### config.mk
export PLATFORM = sky130hd
export DESIGN_NAME = dual_wheel_pi_velocity_control
export DESIGN_NICKNAME = d
export VERILOG_FILES = /design/src/dwpi_pkg.sv /design/src/dual_wheel_pi_velocity_control.sv
export SDC_FILE = /design/constraint.sdc
export NUM_CORES = 2
export LEC_CHECK = 0
export ABC_AREA = 0
export BUFFER_PORTS_ARGS = -buffer_cell sky130_fd_sc_hd__buf_2
export CAP_MARGIN = 10
export CORE_UTILIZATION = 58
export CTS_BUF_LIST = sky130_fd_sc_hd__clkbuf_4
export DETAILED_ROUTE_END_ITERATION = 7
export PLACE_DENSITY = 0.82
export SYNTH_ARGS = -nofsm -noshare
export SYNTH_HDL_FRONTEND = slang
export SYNTH_SLANG_ARGS = --single-unit
### constraint.sdc
create_clock -name clk -period 18.9 [get_ports clk]
set_input_delay 0.945 -clock clk [delete_from_list [all_inputs] [get_ports clk]]
set_output_delay 0.945 -clock clk [all_outputs]
set_load 0.005 [all_outputs]
### src/dwpi_pkg.sv
// ----------------------------------------------------------------------------
// dwpi_pkg
// Shared types and constants for the dual-wheel PI velocity controller.
// ----------------------------------------------------------------------------
package dwpi_pkg;

    localparam int INTEGRATOR_WIDTH_DEF = 24;

    localparam logic [21:0] LIMIT_RESET = 22'd335544;
    localparam int          DRIVE_LIMIT = 400;

    // shared multiplier: signed MUL_A_W x signed MUL_B_W
    localparam int MUL_A_W     = 25;
    localparam int MUL_B_W     = 21;
    localparam int PROD_W      = MUL_A_W + MUL_B_W;
    // integrator split for the I product: low SPLIT bits, then a signed high part
    localparam int SPLIT       = MUL_B_W - 1;
    localparam int EXT_W       = SPLIT + MUL_B_W;
    localparam int ACC_W       = 66;
    localparam int INC_SHIFT   = 4;
    localparam int P_SHIFT     = 12;
    localparam int DRIVE_SHIFT = 36;
    localparam int DRIVE_RAW_W = ACC_W - DRIVE_SHIFT;

    localparam logic [1:0] KIND_RIGHT = 2'd0;
    localparam logic [1:0] KIND_LEFT  = 2'd1;
    localparam logic [1:0] MOTOR_BOTH = 2'd2;

    localparam logic [2:0] REG_RIGHT_KP = 3'd0;
    localparam logic [2:0] REG_RIGHT_KI = 3'd1;
    localparam logic [2:0] REG_LEFT_KP  = 3'd2;
    localparam logic [2:0] REG_LEFT_KI  = 3'd3;
    localparam logic [2:0] REG_PERIOD   = 3'd4;
    localparam logic [2:0] REG_LIMIT    = 3'd5;

    typedef enum logic [2:0] {
        ST_IDLE,
        ST_INC,
        ST_INTEG,
        ST_ILO,
        ST_IHI,
        ST_SUM,
        ST_DONE
    } state_t;

endpackage

### src/dual_wheel_pi_velocity_control.sv
// ----------------------------------------------------------------------------
// dual_wheel_pi_velocity_control
// Two-wheel PI velocity controller with clamped integrators.
// ----------------------------------------------------------------------------
// Input stream: one beat per control sample. s_axis_tuser selects the wheel
// (right, left, or invalid), s_axis_tdata carries desired and measured speed.
// Output stream: exactly one beat per input beat, in order, holding the
// motor select, the saturated drive and the clamp flag.
// Gains, sample period and integrator limit sit behind the APB port; write
// them only while the block is idle.
// A wheel sample steps through INC, INTEG, ILO, IHI and SUM to DONE and
// the result register; an invalid sample goes straight to DONE. One 25x21
// multiplier is reused for the integrator increment, the P term and the
// two halves of the I term, under a small sequencer; s_axis_tready is
// high only in idle. A finished result waits in the output register while
// the next beat is taken; if the receiver stalls, the sequencer holds its
// last step until the output register frees up.
// Reset clears both integrators, the gains and sample period to zero and
// the integrator limit to about 0.02.
// ----------------------------------------------------------------------------
module dual_wheel_pi_velocity_control #(
    parameter int INTEGRATOR_WIDTH = dwpi_pkg::INTEGRATOR_WIDTH_DEF
) (
    input  logic        clk,
    input  logic        rst_n,

    input  logic        s_axis_tvalid,
    output logic        s_axis_tready,
    input  logic [31:0] s_axis_tdata,   // [15:0] desired_velocity, [31:16] measured_velocity
    input  logic [1:0]  s_axis_tuser,   // [1:0] kind

    output logic        m_axis_tvalid,
    input  logic        m_axis_tready,
    output logic [15:0] m_axis_tdata,   // [9:0] drive, [10] drive_clamped, [15:11] zero
    output logic [1:0]  m_axis_tuser,   // [1:0] motor_select

    input  logic        psel,
    input  logic        penable,
    input  logic        pwrite,
    input  logic [4:0]  paddr,
    input  logic [31:0] pwdata,
    output logic [31:0] prdata,
    output logic        pready
);
    import dwpi_pkg::*;

    localparam int IW    = INTEGRATOR_WIDTH;
    localparam int SUM_W = ((IW > PROD_W - INC_SHIFT) ? IW : (PROD_W - INC_SHIFT)) + 1;
    localparam logic [SUM_W-1:0] WMAX = (SUM_W'(1) << (IW - 1)) - SUM_W'(1);

    logic [23:0] right_kp_reg, right_ki_reg, left_kp_reg, left_ki_reg;
    logic [15:0] period_reg;
    logic [21:0] limit_reg;

    logic signed [IW-1:0]     right_integ_reg, left_integ_reg;
    logic signed [IW-1:0]     integ_reg;
    state_t                   state_reg, state_next;
    logic [1:0]               kind_reg;
    logic signed [16:0]       err_reg;
    logic signed [PROD_W-1:0] prod_reg;
    logic signed [ACC_W-1:0]  acc_reg, acc_next;

    logic        out_valid_reg;
    logic [1:0]  out_sel_reg;
    logic [9:0]  out_drive_reg;
    logic        out_clamp_reg;

    logic cfg_wr;
    logic accept;
    logic out_free;
    logic load_out;

    logic signed [MUL_A_W-1:0] mul_a;
    logic signed [MUL_B_W-1:0] mul_b;
    logic signed [PROD_W-1:0]  mul_p;

    logic signed [16:0]      err_in;
    logic signed [IW-1:0]    cur_integ;
    logic [23:0]             gain_p, gain_i;
    logic signed [EXT_W-1:0] integ_ext;
    logic signed [SUM_W-1:0] inc_s, sum_s, lim_s;
    logic [SUM_W-1:0]        lim_u;
    logic signed [IW-1:0]    integ_new;

    logic signed [DRIVE_RAW_W-1:0] drive_raw;
    logic signed [DRIVE_RAW_W:0]   drive_sgn;
    logic [1:0]                    res_sel;
    logic [9:0]                    res_drive;
    logic                          res_clamp;

    // APB
    assign pready = 1'b1;
    assign cfg_wr = psel && penable && pwrite;

    always_comb
    begin
        case (paddr[4:2])
            REG_RIGHT_KP: prdata = {8'd0, right_kp_reg};
            REG_RIGHT_KI: prdata = {8'd0, right_ki_reg};
            REG_LEFT_KP:  prdata = {8'd0, left_kp_reg};
            REG_LEFT_KI:  prdata = {8'd0, left_ki_reg};
            REG_PERIOD:   prdata = {16'd0, period_reg};
            REG_LIMIT:    prdata = {10'd0, limit_reg};
            default:      prdata = 32'd0;
        endcase
    end

    always_ff @(posedge clk or negedge rst_n)
    begin
        if (!rst_n)
        begin
            right_kp_reg <= '0;
            right_ki_reg <= '0;
            left_kp_reg  <= '0;
            left_ki_reg  <= '0;
            period_reg   <= '0;
            limit_reg    <= LIMIT_RESET;
        end
        else if (cfg_wr)
        begin
            case (paddr[4:2])
                REG_RIGHT_KP: right_kp_reg <= pwdata[23:0];
                REG_RIGHT_KI: right_ki_reg <= pwdata[23:0];
                REG_LEFT_KP:  left_kp_reg  <= pwdata[23:0];
                REG_LEFT_KI:  left_ki_reg  <= pwdata[23:0];
                REG_PERIOD:   period_reg   <= pwdata[15:0];
                REG_LIMIT:    limit_reg    <= pwdata[21:0];
                default:      ;
            endcase
        end
    end

    // datapath
    assign err_in = {s_axis_tdata[15], s_axis_tdata[15:0]}
                  - {s_axis_tdata[31], s_axis_tdata[31:16]};

    assign cur_integ = kind_reg[0] ? left_integ_reg : right_integ_reg;
    assign gain_p    = kind_reg[0] ? left_kp_reg : right_kp_reg;
    assign gain_i    = kind_reg[0] ? left_ki_reg : right_ki_reg;
    assign integ_ext = EXT_W'(integ_reg);

    assign mul_p = mul_a * mul_b;

    assign inc_s = SUM_W'(prod_reg >>> INC_SHIFT);
    assign sum_s = SUM_W'(cur_integ) + inc_s;
    assign lim_u = (SUM_W'(limit_reg) > WMAX) ? WMAX : SUM_W'(limit_reg);
    assign lim_s = $signed(lim_u);

    always_comb
    begin
        if (sum_s > lim_s)
            integ_new = IW'(lim_s);
        else if (sum_s < -lim_s)
            integ_new = IW'(-lim_s);
        else
            integ_new = IW'(sum_s);
    end

    always_comb
    begin
        case (state_reg)
            ST_ILO:  acc_next = ACC_W'(prod_reg) <<< P_SHIFT;
            ST_IHI:  acc_next = acc_reg + ACC_W'(prod_reg);
            ST_SUM:  acc_next = acc_reg + (ACC_W'(prod_reg) <<< SPLIT);
            default: acc_next = acc_reg;
        endcase
    end

    // final drive: floor shift, left sign flip, saturation
    assign drive_raw = acc_reg[ACC_W-1:DRIVE_SHIFT];

    always_comb
    begin
        drive_sgn = (kind_reg == KIND_LEFT) ? -(DRIVE_RAW_W+1)'(drive_raw)
                                            : (DRIVE_RAW_W+1)'(drive_raw);
        if (kind_reg != KIND_RIGHT && kind_reg != KIND_LEFT)
        begin
            res_sel   = MOTOR_BOTH;
            res_drive = '0;
            res_clamp = 1'b0;
        end
        else if (drive_sgn > (DRIVE_RAW_W+1)'(DRIVE_LIMIT))
        begin
            res_sel   = kind_reg;
            res_drive = 10'(DRIVE_LIMIT);
            res_clamp = 1'b1;
        end
        else if (drive_sgn < -(DRIVE_RAW_W+1)'(DRIVE_LIMIT))
        begin
            res_sel   = kind_reg;
            res_drive = 10'(-DRIVE_LIMIT);
            res_clamp = 1'b1;
        end
        else
        begin
            res_sel   = kind_reg;
            res_drive = drive_sgn[9:0];
            res_clamp = 1'b0;
        end
    end

    // sequencer
    assign out_free = !out_valid_reg || m_axis_tready;

    always_comb
    begin
        state_next = state_reg;
        case (state_reg)
            ST_IDLE:
            begin
                if (s_axis_tvalid)
                begin
                    if (s_axis_tuser == KIND_RIGHT || s_axis_tuser == KIND_LEFT)
                        state_next = ST_INC;
                    else
                        state_next = ST_DONE;
                end
            end
            ST_INC:   state_next = ST_INTEG;
            ST_INTEG: state_next = ST_ILO;
            ST_ILO:   state_next = ST_IHI;
            ST_IHI:   state_next = ST_SUM;
            ST_SUM:   state_next = ST_DONE;
            ST_DONE:
            begin
                if (out_free)
                    state_next = ST_IDLE;
            end
            default:  state_next = ST_IDLE;
        endcase
    end

    always_comb
    begin
        s_axis_tready = 1'b0;
        load_out      = 1'b0;
        mul_a         = '0;
        mul_b         = '0;
        case (state_reg)
            ST_IDLE:
            begin
                s_axis_tready = 1'b1;
            end
            ST_INC:
            begin
                mul_a = MUL_A_W'(period_reg);
                mul_b = MUL_B_W'(err_reg);
            end
            ST_INTEG:
            begin
                mul_a = MUL_A_W'(gain_p);
                mul_b = MUL_B_W'(err_reg);
            end
            ST_ILO:
            begin
                mul_a = MUL_A_W'(gain_i);
                mul_b = MUL_B_W'(integ_ext[SPLIT-1:0]);
            end
            ST_IHI:
            begin
                mul_a = MUL_A_W'(gain_i);
                mul_b = integ_ext[EXT_W-1:SPLIT];
            end
            ST_DONE:
            begin
                load_out = out_free;
            end
            default: ;
        endcase
    end

    assign accept = s_axis_tvalid && s_axis_tready;

    always_ff @(posedge clk or negedge rst_n)
    begin
        if (!rst_n)
        begin
            state_reg       <= ST_IDLE;
            right_integ_reg <= '0;
            left_integ_reg  <= '0;
            out_valid_reg   <= 1'b0;
        end
        else
        begin
            state_reg <= state_next;
            if (state_reg == ST_INTEG)
            begin
                if (kind_reg[0])
                    left_integ_reg <= integ_new;
                else
                    right_integ_reg <= integ_new;
            end
            if (load_out)
                out_valid_reg <= 1'b1;
            else if (m_axis_tready)
                out_valid_reg <= 1'b0;
        end
    end

    always_ff @(posedge clk)
    begin
        if (accept)
        begin
            kind_reg <= s_axis_tuser;
            err_reg  <= err_in;
        end
        if (state_reg == ST_INTEG)
            integ_reg <= integ_new;
        prod_reg <= mul_p;
        acc_reg  <= acc_next;
        if (load_out)
        begin
            out_sel_reg   <= res_sel;
            out_drive_reg <= res_drive;
            out_clamp_reg <= res_clamp;
        end
    end

    assign m_axis_tvalid = out_valid_reg;
    assign m_axis_tuser  = out_sel_reg;
    assign m_axis_tdata  = {5'd0, out_clamp_reg, out_drive_reg};

endmodule
Word-level counts from Yosys, hierarchy flattened
Index checks and enable logic that the tools add are counted.
Storage, ports and cells
  input bits: 78
  logic and storage cells: 96
  output and inout port bits: 53
  register bits: 354
Cells by class
  multiplexer cells: 22
  bitwise logic cells: 1
  add/sub/neg operators: 6
  equality and inequality tests: 16
  order comparisons: 4
  multipliers: 1
  reductions and logical operators: 26
Operators by type and width (count)
  $pmux W66 S3: 1
  $pmux W24 S6: 1
  $mux W24: 5
  $pmux W24 S3: 1
  $add A66 B46 Y66: 1
  $add A66 B66 Y66: 1
  $pmux W21 S3: 1
  $mul A25 B21 Y46: 1
  $add A24 B42 Y43: 1
  $gt A43 B23 Y1: 1
  $lt A43 B43 Y1: 1
  $neg A22 Y43: 1
  $gt A31 B10 Y1 const B: 1
  $lt A31 B10 Y1 const B: 1
  $mux W31: 1
  $neg A30 Y31: 1
  $pmux W3 S7: 1
  $reduce_and A2 Y1: 9
  $sub A16 B16 Y17: 1
  $eq A3 B3 Y1 const B: 5
  $eq A3 B2 Y1 const B: 4
  $mux W10: 1
  $mux W3: 3
  $mux W9: 1
  other kinds (15): 31

Logic depth before layout (Yosys ltp)
  word-level depth: 5
  gate-level depth with buffers: 38
  mapped depth without buffers: 35

Worst setup path before layout
Ideal clock, no wire load.
  kind: reg2reg
  start: register state_reg[2]
  end: register prod_reg[43]
  path slack: 9223 ps
  stages on the path, launching flop included: 35
  path buffers: 3
  data required time: 18777 ps
  arrival time: 9553 ps
  library setup time: 123 ps
  period minus slack after synthesis: 9677 ps
  cells stage by stage: dfrtp_1 > clkbuf_1 > nor2_1 > nor2_1 > clkinv_1 > buf_1 > a22oi_1 > o21ai_0 > clkbuf_1 > nand2_1 > fa_1 > inv_1 > fa_1 > inv_1 > fa_1 > inv_1 > fa_1 > fa_1 > fa_1 > inv_1 > fa_1 > inv_1 > ha_1 > o21ai_0 > nand2b_1 > nor2b_1 > a221oi_1 > o31ai_1 > o21a_1 > a221o_1 > a2111o_1 > a211o_1 > a31oi_1 > o21bai_1 > xor2_1
Between the ends
  longest elaborated chain between the ends: 4
  elaborated cells between the ends (all ways): 9
  classes of those cells: 1 x mul; 4 x eq/ne; 2 x mux; 2 x reduce/logical
RTL lines
  start: declaration: RTL line dual_wheel_pi_velocity_control.sv:57  | state_t state_reg, state_next;
  start signal: assignment: RTL line dual_wheel_pi_velocity_control.sv:285  | state_reg <= state_next;
  $eq A3 B3 Y1 (tied with other cells): RTL line dual_wheel_pi_velocity_control.sv:239  | case (state_reg)
  $reduce_or A2 Y1 (no source line)
  $pmux W24 S3 / $pmux W21 S3 (equally long branches): RTL line dual_wheel_pi_velocity_control.sv:239
  $mul A25 B21 Y46 *: RTL line dual_wheel_pi_velocity_control.sv:142  | assign mul_p = mul_a * mul_b;
  named net mul_p[43]: RTL line dual_wheel_pi_velocity_control.sv:75  | logic signed [PROD_W-1:0] mul_p;
  end signal: assignment: RTL line dual_wheel_pi_velocity_control.sv:309  | prod_reg <= mul_p;
  end: declaration: RTL line dual_wheel_pi_velocity_control.sv:60  | logic signed [PROD_W-1:0] prod_reg;
Mark *: on every way through the listed nets, which the timed path passes. The rest lies on a longest branch.
A chain may end at the register's enable or synchronous reset.

Worst setup path after layout
  start: register state_reg[0]
  end: register prod_reg[44]
Same word-level chain as after synthesis.

==> impl_metrics.yaml <==
clock_network:
  number_of_gates_resized_after_cts: 0
  clock_path_buffers: 3
  path_clk_slew_ns: 0.08
  cts-htree-levels: 3
  clk_latency_worst_skew_pair_ns: 1.00
  cts_tree: "built"
  number_of_buffers_inserted_during_clock_tree_synthesis: 100
  cts.hold.buffers_added: 0
  cts_sinks: 354
  clockRootBuffer: "clkbuf_4"
  cts_post_setup_buffers_inserted: 0
synthesis:
  yosys.area_share.adder: 0.311
  synthDominantCellAreaShare: 0.192
  synthDominantAreaCellType: "fa_1"
  netlist_area_sq_um: 43900
  top_ff_cell_synth: "dfrtp_1"
  synthMostInstantiatedCell: "inv_1"
  yosysWarningCount: 0
  post_synthesis_mux_area_share: 0.0525
  syn-mean-instance-area_sq_um: 8.76
  xor_and_xnor_area_share_after_synthesis: 0.0431
  yosys.cell_types.count: 91
  synth-compound-area-share: 0.164
  synth_seq_area_share: 0.211
  synth-edff-count: 122
  post_synth_and_or_nand_nor_area_fraction: 0.143
  post_synth_most_frequent_cells: "inv_1, nand2_1, nor2_1"
  asyncSetResetFlopFracSynth: 0.525
  combinational_family_with_the_most_area_after_synthesis: "adder cells"
  synth_seq_cells: 354
  synth_cells: 5004
  synth.area.top_cells: "fa_1, ha_1, dfrtp_1"
floorplan:
  fp-row-count: 100
  die_area_sq_um: 76700
  ios: 131
  die_width_microns: 277
  initial_core_util: 0.588
  die_y_microns: 277
  coreArea_sq_um: 74600
finish:
  area_growth_syn_to_layout_pct: 6.84
  finish.cell_count_without_fillers: 6139
  largest_register_ffs: 66
  regArea_sq_um: 9250
  num-nets-final: 5993
  layout.filler_cells: 6153
  drive_above_1_share: 0.110
  multi_input_area_sq_um: 31500
critical_path:
  timing.critical_path.required_ns: 19.70
  worstPathArrival_ns: 12.85
  critical_path.most_common_cell: "fa_1"
  timing_worst_setup_path_type: "flip-flop to flip-flop"
  startpoint_type: "flip-flop"
  critical_path.max_fanout: 67
  setup_crit_end_kind: "flip-flop"
  critical_path.slowest_cell: "o21a_1"
  cp_slowest_stage_delay_ns: 0.80
drt:
  avgRoutedWirePerCell_microns: 22.0
  antenna_violating_nets_post_route: 0
  remaining_drc_errors: 0
  first_pass_detailed_route_iteration_total: 8
  via_per_inst: 6.26
  routed_wirelength_microns: 135000
  detailroute.via_count: 38403
  first_iter_violations: 3728
outcome:
  outcome: "finished clean"
sta:
  min_period_over_period: 0.637
  finClkSkew_ns: 0.132
  finalSetupViolations: 0
  transition_time_at_the_pin_with_the_least_slew_margin_ns: 1.34
  clock.fmax_mhz: 83.0
  tns_ns: 0
  timing_hold_violations_final: 0
  final_max_slew_viol_count: 0
  setup_slack_ns: 6.86
  slew_headroom: 0.105
  min_period_ns: 12.04
  setup_repair_after_global_routing_missed_its_margin: "false"
global_routing:
  grt.overflow.total: 0
  grt_antenna_before_repair: 2
  globalRouteTotalUtil: 0.353
  grt_pass1_wl_microns: 211000
  grt_max_degree: 118
  first_global_vias: 38389
place:
  placedCellCount: 5945
  dp_slack_ns: 7.29
  gp_routability_congestion: 0.980
  placement.io_buffers: 106
  placed_wire_length_estimate_microns: 102000
hold_path:
  hold_path_class: "input port to asynchronous set/reset pin"
run:
  max_cap_viols: 0
final cells by class:
class                   instances  share of cell area
diodes                          4            0.000214
inverters                     630              0.0505
clock inverters                44             0.00649
repair buffers                183              0.0238
multi-input cells            3809               0.672
clock buffers                 146              0.0234
flip-flops and latches        354               0.197
well taps                     969              0.0259
critical path: cells and delay by family (launching register included):
family | cells | cell delay [ns]
AOI/OAI and AO/OA | 13 | 4.43
xor gates and xnor gates | 1 | 0.13
adders and majority gates | 8 | 4.04
buffers and inverters | 7 | 1.30
DFF | 1 | 0.33
and+or+nand+nor | 4 | 1.64
per-layer routing:
| layer | track usage | vias to the layer above | part of all wire |
|---|---|---|---|
| met5 | 0 | - | 0 |
| li1 | - | 17299 | - |
| met4 | 0.206 | 0 | 0.066 |
| met2 | 0.549 | 2214 | 0.44 |
| met1 | 0.447 | 18343 | 0.38 |
| met3 | 0.0881 | 547 | 0.12 |
kinds of logic after synthesis:
| family | count (synthesis) |
|---|---|
| fa+ha+maj | 837 |
| other cells | 2 |
| compound gates | 1110 |
| buf+inv | 853 |
| xor+xnor | 216 |
| mux | 205 |
| flops | 354 |
| simple gates | 1427 |
final timing paths:
| kind | startpoint | to | slack [ns] | depth (start not counted) |
|---|---|---|---|---|
| setup reg to reg | state_reg[0] | prod_reg[44] | 6.86 | 33 |
| hold reg to reg | right_integ_reg[19] | right_integ_reg[19] | 0.47 | 2 |
| max in group asynchronous | rst_n | state_reg[0] | 17.16 | 2 |
| setup / recovery | state_reg[0] | prod_reg[44] | 6.86 | 33 |
| min in group clk | s_axis_tuser[0] | kind_reg[0] | 0.20 | 1 |
| hold / removal | rst_n | right_kp_reg[12] | 0.1 | 1 |
through the flow:
step / hold slack (ns) / utilization / area [sq um]
final: 0.0959 / 0.628 / 46800
after global routing: 0.135 / 0.628 / 46800
after CTS: 0.0964 / 0.628 / 46800
after detailed placement: 0.462 / 0.609 / 45400
after global placement: 0.456 / 0.609 / 45400
after floorplan: 0.443 / - / 43900
layout by cell type, fill, tap and decap left out, drive strengths merged, types with 34 or more instances in the layout:
cell / n
a21o: 130
a21oi: 259
a22oi: 87
a31oi: 49
and2: 57
buf: 182
clkbuf: 147
clkinv: 39
dfrtp: 176
dfxtp: 46
edfxtp: 122
fa: 420
ha: 417
inv: 633
mux2: 159
mux2i: 42
nand2: 600
nand3: 75
nand4: 44
nor2: 423
nor3: 52
o21a: 43
o21ai: 264
o21bai: 34
xnor2: 141
xor2: 75
Power is left out: the tool's default activity adds up to more than one toggle a clock period on the data nets, which glitch-free logic cannot reach.
